--- src/sv/refcounted_page_mapping_table_unit_assert.svh ---
// Assertion macros for the page mapping table, clocked on clock, disabled in reset
`ifndef REFCOUNTED_PAGE_MAPPING_TABLE_UNIT_ASSERT_SVH
`define REFCOUNTED_PAGE_MAPPING_TABLE_UNIT_ASSERT_SVH

// Check that a consequent holds in the same cycle as its antecedent
`define RPMT_ASSERT_NOW(label, ante, cons, msg) \
   label: assert property (@(posedge clock) disable iff (reset) (ante) |-> (cons)) \
      else $error(msg);

// Check that a consequent holds in the cycle after its antecedent
`define RPMT_ASSERT_NEXT(label, ante, cons, msg) \
   label: assert property (@(posedge clock) disable iff (reset) (ante) |=> (cons)) \
      else $error(msg);

`endif

--- src/sv/rpmt_pkg.sv ---
// Shared types and constants of the page mapping table
package rpmt_pkg;

   localparam int SLOT_COUNT_DEFAULT = 64;
   localparam int MAX_PAGES_DEFAULT  = 16;

   localparam int PAGE_W    = 20;
   localparam int OFFSET_W  = 12;
   localparam int REFS_W    = 16;
   localparam int SIZE_W    = 16;
   localparam int ADDR_W    = 32;
   localparam int SUM_W     = 17;

   localparam logic [OFFSET_W-1:0] OFFSET_MASK = 12'hFFF;
   localparam logic [REFS_W-1:0]   REFS_MAX    = 16'hFFFF;
   localparam logic [PAGE_W-1:0]   BASE_VPAGE_RESET = 20'd917504;

   // Request operation codes
   localparam logic [1:0] OP_MAP   = 2'd0;
   localparam logic [1:0] OP_UNMAP = 2'd1;
   localparam logic [1:0] OP_INIT  = 2'd2;

   // Result kinds
   localparam logic [1:0] KIND_MAP   = 2'd0;
   localparam logic [1:0] KIND_UNMAP = 2'd1;
   localparam logic [1:0] KIND_DONE  = 2'd2;

   typedef struct packed {
      logic [1:0]        operation;
      logic [ADDR_W-1:0] address;
      logic [SIZE_W-1:0] size;
   } req_type;

   typedef struct packed {
      logic [1:0]        kind;
      logic [PAGE_W-1:0] virtual_page;
      logic [PAGE_W-1:0] physical_page;
      logic [ADDR_W-1:0] return_address;
      logic              slot_recorded;
      logic              last;
   } rsp_type;

   // Compare flags for one slot against the request key
   typedef struct packed {
      logic hit;
      logic free;
   } match_type;

endpackage

--- src/sv/rpmt_slot_mem.sv ---
// Slot memory with one read and one write port and per-slot valid bits
module rpmt_slot_mem #(
   parameter int SLOT_COUNT = rpmt_pkg::SLOT_COUNT_DEFAULT,
   parameter int SLOT_W     = 61
) (
   input  logic                          clock,
   input  logic                          reset,
   input  logic                          clear_all,
   input  logic                          rd_en,
   input  logic [$clog2(SLOT_COUNT)-1:0] rd_addr,
   output logic [SLOT_W-1:0]             rd_data,
   input  logic                          wr_en,
   input  logic [$clog2(SLOT_COUNT)-1:0] wr_addr,
   input  logic [SLOT_W-1:0]             wr_data
);
   import rpmt_pkg::*;

   logic [SLOT_W-1:0]     mem [SLOT_COUNT];
   logic [SLOT_COUNT-1:0] valid_ff;
   logic [SLOT_COUNT-1:0] valid_in;
   logic [SLOT_W-1:0]     data_ff;
   logic                  vld_ff;

   // Clear all valid bits on init, set one on write
   always_comb begin
      valid_in = valid_ff;
      if (clear_all) begin
         valid_in = '0;
      end else if (wr_en) begin
         valid_in[wr_addr] = 1'b1;
      end
   end

   always_ff @(posedge clock) begin
      if (reset) begin
         valid_ff <= '0;
      end else begin
         valid_ff <= valid_in;
      end
   end

   // Write port
   always_ff @(posedge clock) begin
      if (wr_en) begin
         mem[wr_addr] <= wr_data;
      end
   end

   // Registered read; a slot not written since reset or the last init reads as zero
   always_ff @(posedge clock) begin
      if (rd_en) begin
         data_ff <= mem[rd_addr];
         vld_ff  <= valid_ff[rd_addr];
      end
   end

   assign rd_data = vld_ff ? data_ff : '0;

endmodule

--- src/sv/rpmt_match_unit.sv ---
// Shared slot compare unit used on every step of the table scan
module rpmt_match_unit (
   input  logic                         is_map,
   input  logic [rpmt_pkg::PAGE_W-1:0]  key_page,
   input  logic [rpmt_pkg::PAGE_W-1:0]  slot_vpage,
   input  logic [rpmt_pkg::PAGE_W-1:0]  slot_ppage,
   input  logic [rpmt_pkg::REFS_W-1:0]  slot_refs,
   output rpmt_pkg::match_type          result
);
   import rpmt_pkg::*;

   logic refs_zero;

   assign refs_zero = (slot_refs == '0);

   // Map matches on physical page, unmap on virtual page among live slots
   always_comb begin
      result.free = refs_zero;
      if (is_map) begin
         result.hit = (slot_ppage == key_page);
      end else begin
         result.hit = (slot_vpage == key_page) && !refs_zero;
      end
   end

endmodule

--- src/sv/refcounted_page_mapping_table_unit.sv ---
// Top level of the reference-counted page mapping table.
// Map and unmap scan every slot, reading one slot per cycle through the registered read
// port of the slot memory, then send N page commands and the done result, N being the
// number of page commands; init and unknown operations go straight to the done result.
// One request is taken at a time: a new request stalls until the done result is sent.
// Synchronous active-high reset empties the table and loads base and pointer with 917504.
`include "refcounted_page_mapping_table_unit_assert.svh"

module refcounted_page_mapping_table_unit #(
   parameter int SLOT_COUNT = rpmt_pkg::SLOT_COUNT_DEFAULT,
   parameter int MAX_PAGES  = rpmt_pkg::MAX_PAGES_DEFAULT
) (
   input  logic                        clock,
   input  logic                        reset,
   input  logic                        csr_write_enable,
   input  logic [rpmt_pkg::PAGE_W-1:0] csr_write_data,
   input  logic                        req_valid,
   output logic                        req_stall,
   input  rpmt_pkg::req_type           req_payload,
   output logic                        rsp_valid,
   input  logic                        rsp_stall,
   output rpmt_pkg::rsp_type           rsp_payload
);
   import rpmt_pkg::*;

   localparam int IDX_W  = $clog2(SLOT_COUNT);
   localparam int CNT_W  = $clog2(MAX_PAGES + 1);
   localparam int SLOT_W = PAGE_W + PAGE_W + CNT_W + REFS_W;

   localparam logic [2:0] ST_IDLE   = 3'd0;
   localparam logic [2:0] ST_SCAN   = 3'd1;
   localparam logic [2:0] ST_DECIDE = 3'd2;
   localparam logic [2:0] ST_EMIT   = 3'd3;
   localparam logic [2:0] ST_DONE   = 3'd4;

   logic [2:0]          state_ff, state_in;
   logic [1:0]          op_ff, op_in;
   logic [PAGE_W-1:0]   key_ff, key_in;
   logic [OFFSET_W-1:0] offset_ff, offset_in;
   logic [CNT_W-1:0]    pages_ff, pages_in;
   logic [PAGE_W-1:0]   base_ff, base_in;
   logic [PAGE_W-1:0]   next_vp_ff, next_vp_in;
   logic [IDX_W:0]      scan_ff, scan_in;
   logic                rd_pend_ff, rd_pend_in;
   logic [IDX_W-1:0]    rd_idx_ff, rd_idx_in;
   logic                hit_ff, hit_in;
   logic [IDX_W-1:0]    hit_idx_ff, hit_idx_in;
   logic [PAGE_W-1:0]   hit_vp_ff, hit_vp_in;
   logic [PAGE_W-1:0]   hit_pp_ff, hit_pp_in;
   logic [CNT_W-1:0]    hit_cnt_ff, hit_cnt_in;
   logic [REFS_W-1:0]   hit_refs_ff, hit_refs_in;
   logic                free_ff, free_in;
   logic [IDX_W-1:0]    free_idx_ff, free_idx_in;
   logic [1:0]          emit_kind_ff, emit_kind_in;
   logic [CNT_W-1:0]    emit_k_ff, emit_k_in;
   logic [CNT_W-1:0]    emit_end_ff, emit_end_in;
   logic [PAGE_W-1:0]   emit_vbase_ff, emit_vbase_in;
   logic [PAGE_W-1:0]   emit_pbase_ff, emit_pbase_in;
   logic [ADDR_W-1:0]   ret_ff, ret_in;
   logic                rec_ff, rec_in;
   logic                rsp_valid_ff, rsp_valid_in;
   rsp_type             rsp_payload_ff, rsp_payload_in;

   logic                req_accept;
   logic                out_free;
   logic                clear_all;
   logic                rd_en;
   logic [SLOT_W-1:0]   rd_data;
   logic                wr_en;
   logic [IDX_W-1:0]    wr_addr;
   logic [SLOT_W-1:0]   wr_data;
   logic [PAGE_W-1:0]   rd_vp;
   logic [PAGE_W-1:0]   rd_pp;
   logic [CNT_W-1:0]    rd_cnt;
   logic [REFS_W-1:0]   rd_refs;
   match_type           mres;
   logic [SUM_W-1:0]    page_sum;
   logic [4:0]          raw_pages;

   assign req_stall  = (state_ff != ST_IDLE);
   assign req_accept = req_valid && !req_stall;
   assign out_free   = !rsp_valid_ff || !rsp_stall;
   assign rsp_valid  = rsp_valid_ff;
   assign rsp_payload = rsp_payload_ff;

   // Page count of a map request, before saturation
   assign page_sum  = SUM_W'(req_payload.address[OFFSET_W-1:0])
                    + SUM_W'(req_payload.size) + SUM_W'(OFFSET_MASK);
   assign raw_pages = page_sum[SUM_W-1:OFFSET_W];

   // Unpack the slot record read back from memory
   assign rd_vp   = rd_data[SLOT_W-1 -: PAGE_W];
   assign rd_pp   = rd_data[SLOT_W-PAGE_W-1 -: PAGE_W];
   assign rd_cnt  = rd_data[REFS_W +: CNT_W];
   assign rd_refs = rd_data[REFS_W-1:0];

   assign rd_en = (state_ff == ST_SCAN) && (scan_ff < (IDX_W+1)'(SLOT_COUNT));
   assign clear_all = req_accept && (req_payload.operation == OP_INIT);

   rpmt_slot_mem #(
      .SLOT_COUNT (SLOT_COUNT),
      .SLOT_W     (SLOT_W)
   ) u_slot_mem (
      .clock     (clock),
      .reset     (reset),
      .clear_all (clear_all),
      .rd_en     (rd_en),
      .rd_addr   (scan_ff[IDX_W-1:0]),
      .rd_data   (rd_data),
      .wr_en     (wr_en),
      .wr_addr   (wr_addr),
      .wr_data   (wr_data)
   );

   rpmt_match_unit u_match (
      .is_map     (op_ff == OP_MAP),
      .key_page   (key_ff),
      .slot_vpage (rd_vp),
      .slot_ppage (rd_pp),
      .slot_refs  (rd_refs),
      .result     (mres)
   );

   // Sequencer: accept, scan, decide, send commands, send done
   always_comb begin
      logic [CNT_W-1:0]  new_cnt;
      logic [REFS_W-1:0] new_refs;
      state_in      = state_ff;
      op_in         = op_ff;
      key_in        = key_ff;
      offset_in     = offset_ff;
      pages_in      = pages_ff;
      base_in       = base_ff;
      next_vp_in    = next_vp_ff;
      scan_in       = scan_ff;
      rd_pend_in    = 1'b0;
      rd_idx_in     = rd_idx_ff;
      hit_in        = hit_ff;
      hit_idx_in    = hit_idx_ff;
      hit_vp_in     = hit_vp_ff;
      hit_pp_in     = hit_pp_ff;
      hit_cnt_in    = hit_cnt_ff;
      hit_refs_in   = hit_refs_ff;
      free_in       = free_ff;
      free_idx_in   = free_idx_ff;
      emit_kind_in  = emit_kind_ff;
      emit_k_in     = emit_k_ff;
      emit_end_in   = emit_end_ff;
      emit_vbase_in = emit_vbase_ff;
      emit_pbase_in = emit_pbase_ff;
      ret_in        = ret_ff;
      rec_in        = rec_ff;
      rsp_valid_in  = rsp_valid_ff && rsp_stall;
      rsp_payload_in = rsp_payload_ff;
      wr_en         = 1'b0;
      wr_addr       = hit_idx_ff;
      wr_data       = '0;
      new_cnt       = '0;
      new_refs      = '0;

      // Hold the base register for the next init
      if (csr_write_enable) begin
         base_in = csr_write_data;
      end

      case (state_ff)
         ST_IDLE: begin
            if (req_accept) begin
               op_in     = req_payload.operation;
               key_in    = req_payload.address[ADDR_W-1:OFFSET_W];
               offset_in = req_payload.address[OFFSET_W-1:0];
               if (32'(raw_pages) > 32'(MAX_PAGES)) begin
                  pages_in = CNT_W'(MAX_PAGES);
               end else begin
                  pages_in = CNT_W'(raw_pages);
               end
               scan_in = '0;
               hit_in  = 1'b0;
               free_in = 1'b0;
               ret_in  = '0;
               rec_in  = 1'b0;
               if (req_payload.operation == OP_MAP
                   || req_payload.operation == OP_UNMAP) begin
                  state_in = ST_SCAN;
               end else begin
                  if (req_payload.operation == OP_INIT) begin
                     next_vp_in = base_ff;
                  end
                  state_in = ST_DONE;
               end
            end
         end
         ST_SCAN: begin
            // Issue one read per cycle, check the slot read the cycle before
            if (rd_en) begin
               scan_in    = scan_ff + 1'b1;
               rd_pend_in = 1'b1;
               rd_idx_in  = scan_ff[IDX_W-1:0];
            end
            if (rd_pend_ff) begin
               if (mres.hit && !hit_ff) begin
                  hit_in      = 1'b1;
                  hit_idx_in  = rd_idx_ff;
                  hit_vp_in   = rd_vp;
                  hit_pp_in   = rd_pp;
                  hit_cnt_in  = rd_cnt;
                  hit_refs_in = rd_refs;
               end
               if (mres.free && !free_ff) begin
                  free_in     = 1'b1;
                  free_idx_in = rd_idx_ff;
               end
               if (rd_idx_ff == IDX_W'(SLOT_COUNT - 1)) begin
                  state_in = ST_DECIDE;
               end
            end
         end
         ST_DECIDE: begin
            if (op_ff == OP_MAP) begin
               emit_kind_in  = KIND_MAP;
               emit_pbase_in = key_ff;
               rec_in        = hit_ff || free_ff;
               if (hit_ff) begin
                  // Reuse the slot, map only pages beyond those already there
                  emit_vbase_in = hit_vp_ff;
                  emit_k_in     = hit_cnt_ff;
                  if (pages_ff > hit_cnt_ff) begin
                     emit_end_in = pages_ff;
                     new_cnt     = pages_ff;
                  end else begin
                     emit_end_in = hit_cnt_ff;
                     new_cnt     = hit_cnt_ff;
                  end
                  if (hit_refs_ff != REFS_MAX) begin
                     new_refs = hit_refs_ff + 1'b1;
                  end else begin
                     new_refs = hit_refs_ff;
                  end
                  wr_en   = 1'b1;
                  wr_addr = hit_idx_ff;
                  wr_data = {hit_vp_ff, key_ff, new_cnt, new_refs};
                  ret_in  = {hit_vp_ff, offset_ff};
               end else begin
                  // Take pages from the bump pointer, record if a slot is free
                  emit_vbase_in = next_vp_ff;
                  emit_k_in     = '0;
                  emit_end_in   = pages_ff;
                  next_vp_in    = next_vp_ff + PAGE_W'(pages_ff);
                  wr_en   = free_ff;
                  wr_addr = free_idx_ff;
                  wr_data = {next_vp_ff, key_ff, pages_ff, REFS_W'(1)};
                  ret_in  = {next_vp_ff, offset_ff};
               end
            end else begin
               emit_kind_in  = KIND_UNMAP;
               emit_vbase_in = key_ff;
               emit_pbase_in = '0;
               emit_k_in     = '0;
               emit_end_in   = '0;
               if (hit_ff) begin
                  // Drop one reference, release all pages at zero
                  new_refs = hit_refs_ff - 1'b1;
                  new_cnt  = hit_cnt_ff;
                  if (new_refs == '0) begin
                     emit_end_in = hit_cnt_ff;
                     new_cnt     = '0;
                  end
                  wr_en   = 1'b1;
                  wr_addr = hit_idx_ff;
                  wr_data = {hit_vp_ff, hit_pp_ff, new_cnt, new_refs};
               end
            end
            if (emit_k_in < emit_end_in) begin
               state_in = ST_EMIT;
            end else begin
               state_in = ST_DONE;
            end
         end
         ST_EMIT: begin
            if (out_free) begin
               rsp_valid_in = 1'b1;
               rsp_payload_in.kind          = emit_kind_ff;
               rsp_payload_in.virtual_page  = emit_vbase_ff + PAGE_W'(emit_k_ff);
               if (emit_kind_ff == KIND_MAP) begin
                  rsp_payload_in.physical_page = emit_pbase_ff + PAGE_W'(emit_k_ff);
               end else begin
                  rsp_payload_in.physical_page = '0;
               end
               rsp_payload_in.return_address = '0;
               rsp_payload_in.slot_recorded  = 1'b0;
               rsp_payload_in.last           = 1'b0;
               emit_k_in = emit_k_ff + 1'b1;
               if (emit_k_in == emit_end_ff) begin
                  state_in = ST_DONE;
               end
            end
         end
         ST_DONE: begin
            if (out_free) begin
               rsp_valid_in = 1'b1;
               rsp_payload_in.kind           = KIND_DONE;
               rsp_payload_in.virtual_page   = '0;
               rsp_payload_in.physical_page  = '0;
               rsp_payload_in.return_address = ret_ff;
               rsp_payload_in.slot_recorded  = rec_ff;
               rsp_payload_in.last           = 1'b1;
               state_in = ST_IDLE;
            end
         end
         default: begin
            state_in = ST_IDLE;
         end
      endcase
   end

   // Control registers
   always_ff @(posedge clock) begin
      if (reset) begin
         state_ff     <= ST_IDLE;
         base_ff      <= BASE_VPAGE_RESET;
         next_vp_ff   <= BASE_VPAGE_RESET;
         rd_pend_ff   <= 1'b0;
         hit_ff       <= 1'b0;
         free_ff      <= 1'b0;
         rsp_valid_ff <= 1'b0;
      end else begin
         state_ff     <= state_in;
         base_ff      <= base_in;
         next_vp_ff   <= next_vp_in;
         rd_pend_ff   <= rd_pend_in;
         hit_ff       <= hit_in;
         free_ff      <= free_in;
         rsp_valid_ff <= rsp_valid_in;
      end
   end

   // Payload registers
   always_ff @(posedge clock) begin
      op_ff          <= op_in;
      key_ff         <= key_in;
      offset_ff      <= offset_in;
      pages_ff       <= pages_in;
      scan_ff        <= scan_in;
      rd_idx_ff      <= rd_idx_in;
      hit_idx_ff     <= hit_idx_in;
      hit_vp_ff      <= hit_vp_in;
      hit_pp_ff      <= hit_pp_in;
      hit_cnt_ff     <= hit_cnt_in;
      hit_refs_ff    <= hit_refs_in;
      free_idx_ff    <= free_idx_in;
      emit_kind_ff   <= emit_kind_in;
      emit_k_ff      <= emit_k_in;
      emit_end_ff    <= emit_end_in;
      emit_vbase_ff  <= emit_vbase_in;
      emit_pbase_ff  <= emit_pbase_in;
      ret_ff         <= ret_in;
      rec_ff         <= rec_in;
      rsp_payload_ff <= rsp_payload_in;
   end

   `RPMT_ASSERT_NEXT(a_accept_leaves_idle, req_accept,
      state_ff != ST_IDLE, "accept did not start work")
   `RPMT_ASSERT_NOW(a_emit_in_range, state_ff == ST_EMIT,
      emit_k_ff < emit_end_ff, "page command past end")
   `RPMT_ASSERT_NOW(a_write_only_decide, wr_en,
      state_ff == ST_DECIDE, "slot write outside decide")
   `RPMT_ASSERT_NEXT(a_decide_to_output, state_ff == ST_DECIDE,
      state_ff == ST_EMIT || state_ff == ST_DONE, "decide went astray")

endmodule
--- config.mk ---
export PLATFORM = sky130hd
export DESIGN_NAME = refcounted_page_mapping_table_unit
export DESIGN_NICKNAME = d
export VERILOG_FILES = /design/src/sv/rpmt_pkg.sv /design/src/sv/rpmt_slot_mem.sv /design/src/sv/rpmt_match_unit.sv /design/src/sv/refcounted_page_mapping_table_unit.sv
export VERILOG_INCLUDE_DIRS = /design/src /design/src/sv
export SDC_FILE = /design/constraint.sdc
export NUM_CORES = 2
export LEC_CHECK = 0
export ABC_AREA = 1
export BUFFER_PORTS_ARGS = -buffer_cell sky130_fd_sc_hd__buf_2
export CAP_MARGIN = 10
export CELL_PAD_IN_SITES_DETAIL_PLACEMENT = 0
export CELL_PAD_IN_SITES_GLOBAL_PLACEMENT = 2
export CORE_ASPECT_RATIO = 0.7
export CORE_MARGIN = 4
export CORE_UTILIZATION = 30
export CTS_BUF_LIST = sky130_fd_sc_hd__clkbuf_8 sky130_fd_sc_hd__clkbuf_16
export DETAILED_ROUTE_END_ITERATION = 16
export GPL_TIMING_DRIVEN = 0
export PLACE_DENSITY_LB_ADDON = 0.1
export SLEW_MARGIN = 25
export SYNTH_ARGS = -nofsm -noshare
export SYNTH_HDL_FRONTEND = slang
export SYNTH_SLANG_ARGS = --single-unit
--- constraint.sdc ---
create_clock -name clock -period 5.25 [get_ports clock]
set_input_delay 0.525 -clock clock [delete_from_list [all_inputs] [get_ports clock]]
set_output_delay 0.525 -clock clock [all_outputs]
set_load 0.1 [all_outputs]
==> results.sh <==
export IMPL_status="finished with violations"
export IMPL_violations="setup timing"
export IMPL_required_ps=5990
export IMPL_nNetsFinal=14490
export IMPL_cts_tree="yes"
export IMPL_crit_buf_inv=5
export IMPL_worst_setup_path_end_kind="register"
export IMPL_synthesis_nets=13190
export IMPL_peakVddDrop_mv=0.3073
export IMPL_netlist_area_leader_share_pct=74.26
export IMPL_worst_path_max_delay_cell="buf_1"
export IMPL_p_leak_uw=0.07689
export IMPL_combPwrFrac_pct=41.8
export IMPL_io_pins=153
export IMPL_reg2reg_depth=10
export IMPL_setup_violations=38
export IMPL_fill_cells=54490
export IMPL_ant_nets=0
export IMPL_synth_cell_type_count=54
export IMPL_synthTopCellsByArea="edfxtp_1, o21ai_0, nor2_1"
export IMPL_overflow=0
export IMPL_seq_power_share_pct=31.9
export IMPL_reg2reg_to="u_slot_mem.data_ff[54]"
export IMPL_crit_path_cell_trace="inv_1, buf_2, clkbuf_2, buf_16, buf_1, o21ai_0, o22ai_1, nand2_1, a31oi_1, a221o_1"
export IMPL_numClockSinks=4361
export IMPL_max_slew_margin_pct=15.40
export IMPL_die_area_um2=585200
export IMPL_min_to="pages_ff[0]"
export IMPL_path_clk_slew_ps=70
export IMPL_core_rowCount=232
export IMPL_grt_pass1_wl_um=1159000
export IMPL_cp_top_family="buffers and inverters"
export IMPL_fin_crit_sh_pct=108.3
export IMPL_layout_common_cells="edfxtp_1, nor2_1, o21ai_0"
export IMPL_dr_pass1_iters=8
export IMPL_syn_avg_cell_area_um2=13.16
export IMPL_whs_path_depth=4
export IMPL_synth_edf_count=4250
export IMPL_drv_cap=0
export IMPL_drive_above_1_share_pct=13.38
export IMPL_cts_buffers=453
export IMPL_max_slew_worst_pin_slew_ps=1269
export IMPL_synthToLayoutAreaGrowth_pct=23.85
export IMPL_grt_use_total_pct=29.56
export IMPL_hp_class="primary input to register"
export IMPL_max_freq_mhz=175.9
export IMPL_placed_cells=21420
export IMPL_clockPowerShare_pct=26.3
export IMPL_fin_cells=22420
export IMPL_p_sw_uw=56740
export IMPL_p_int_uw=68280
export IMPL_fin_skew_ps=86.04
export IMPL_die_width_um=912.6
export IMPL_gp_congestion=0.9237
export IMPL_maxSlewViolCount=0
export IMPL_mostFrequentLayoutCell="edfxtp_1"
export IMPL_clk_latency_ps=1100
export IMPL_worst_slack_ps=-433.6
export IMPL_synth_top_area_cell="edfxtp_1"
export IMPL_wirelength_um=898200
export IMPL_hold_viol_final=0
export IMPL_core_area_um2=570700
export IMPL_routedWlPerCell_um=40.07
export IMPL_die_h_um=641.2
export IMPL_drt_initial_drc_count=21270
export IMPL_cts_max_level=5
export IMPL_viasPerCell=5.729
export IMPL_setup_tns_final_ps=-4612
export IMPL_max_stage_delay_ps=920
export IMPL_netlist_instances=13060
export IMPL_post_cts_setup_buffers=0
export IMPL_critPathMaxFanout=10
export IMPL_worst_setup_path_type="register to register"
export IMPL_r2r_slack_ps=-430
export IMPL_place_detailed_hpwl_um=681600
export IMPL_start_util_pct=30.11
export IMPL_grt_start_max_net_pins=58
export IMPL_portBuffers=150
export IMPL_drc=0
export IMPL_ys_seq_elements=4361
export IMPL_async_flop_share_pct=0
export IMPL_vias=128400
export IMPL_root_buffer="clkbuf_16"
export IMPL_synth_warnings=0
export IMPL_holdWs_ps=109.2
export IMPL_synth_main_ff_cell="edfxtp_1"
export IMPL_arrival_ps=6430
export IMPL_swShare_pct=45.38
export IMPL_yosysSeqAreaShare_pct=75.55
export IMPL_clk_path_buf_depth=4
export IMPL_worstHoldStart="req_payload[12]"
export IMPL_grt_pass1_vias=117000
export IMPL_antenna_found_initial=169
export IMPL_syn_cell_area_um2=171900
export IMPL_r2r_start="scan_ff[1]"
export IMPL_min_period_ps=5684
export IMPL_power_density_nw_per_um2=587.4
export IMPL_crit_path_start_kind="register"
power groups by stage:
| stage | clock [µW] | sequential, µW | combinational (µW) |
|---|---|---|---|
| CTS | 33300 | 39900 | 50200 |
| detailed placement | 0 | 40600 | 49900 |
| floorplan | 0 | 41400 | 19400 |
| global route | 34700 | 39900 | 53200 |
| global placement | 0 | 40800 | 47800 |
| finish | 32900 | 39900 | 52300 |
per-layer routing:
metal	up-vias	track usage, %	share of wire (%)
li1	51630	-	-
met1	67070	44.22	44
met2	8376	40.27	39
met3	1277	8.869	12
met4	60	10.25	4.1
met5	-	0	0.046
state kept, by name, summed over array words and instances, names as in the netlist, 32 cells and up:
| signal | count |
|---|---|
| ret_ff | 32 |
| u_slot_mem.valid_ff | 64 |
| rsp_payload | 75 |
| u_slot_mem.data_ff | 61 |
| u_slot_mem.mem | 3904 |
final cells by class:
cell class                      count  area [µm²]  share of cell area [%]
Clock inverter                    357        2985                   1.403
Tap cell                         7605        9515                   4.471
Timing Repair Buffer              846       14870                   6.989
Antenna cell                       68       170.2                 0.07995
Clock buffer                      476       11720                   5.507
Sequential cell                  4361      129800                   61.01
Buffer                            899        3801                   1.786
Multi-Input combinational cell   7430       38520                   18.10
Inverter                          373        1408                  0.6614
worst max path at each step:
stage | from | endpoint | slack (ps) | cells past startpoint
6_report | scan_ff[1] | u_slot_mem.data_ff[54] | -430 | 10
5_1_grt | scan_ff[1] | u_slot_mem.data_ff[17] | -0.4 | 8
4_1_cts | scan_ff[0] | u_slot_mem.data_ff[34] | 2 | 11
3_5_place_dp | scan_ff[0] | u_slot_mem.data_ff[44] | -740 | 11
3_3_place_gp | hit_refs_ff[0] | u_slot_mem.mem[48][19] | -8890 | 12
2_1_floorplan | state_ff[2] | rsp_payload[10] | 10 | 5
metrics by stage:
stage               total power [µW]  util (%)  instance area [µm²]  setup slack, ps
CTS                           123300     37.23               212500            2.202
floorplan                      60810         -               171900            13.45
detailed placement             90520     34.48               196800           -736.4
finish                        125000     37.29               212800           -433.6
global route                  127800     37.27               212700          -0.3819
global placement               88670     31.91               182100            -8894
cells in the mapped netlist (all sizes together) (110+ instances only):
library cell	number
edfxtp	4250
dfxtp	111
clkbuf	726
o21ai	2094
o22ai	597
nand3	316
nor2	2471
a31oi	110
inv	369
buf	173
o221ai	397
a21oi	264
nand2	755
worst register-to-register path, cell delays in order, from the launching register on:
cell,delay (ps)
edfxtp_1,760
inv_1,310
buf_2,650
clkbuf_2,460
buf_16,220
buf_1,930
o21ai_0,220
o22ai_1,180
nand2_1,80
a31oi_1,860
a221o_1,730
cells by family (layout without fill, tap and decap cells):
logic type	Yosys count	in the layout	synth area share [%]
compound gates	3671	3671	12.48
xor+xnor	50	50	0.2548
flops	4361	4361	75.55
mux	1	1	0.005825
simple gates	3654	3654	8.436
fa+ha+maj	54	54	0.4062
other cells	0	68	0
buf+inv	1272	2951	2.867
repair_timing:
| action | 4_1_cts | 5_1_grt |
|---|---|---|
| endpoints found under the setup margin | 45 | 18 |
| endpoints found under the hold margin | 66 | 0 |
| hold buffers | 84 | 0 |
| resized for setup | 59 | 32 |
Power figures use the tool's default switching activity.
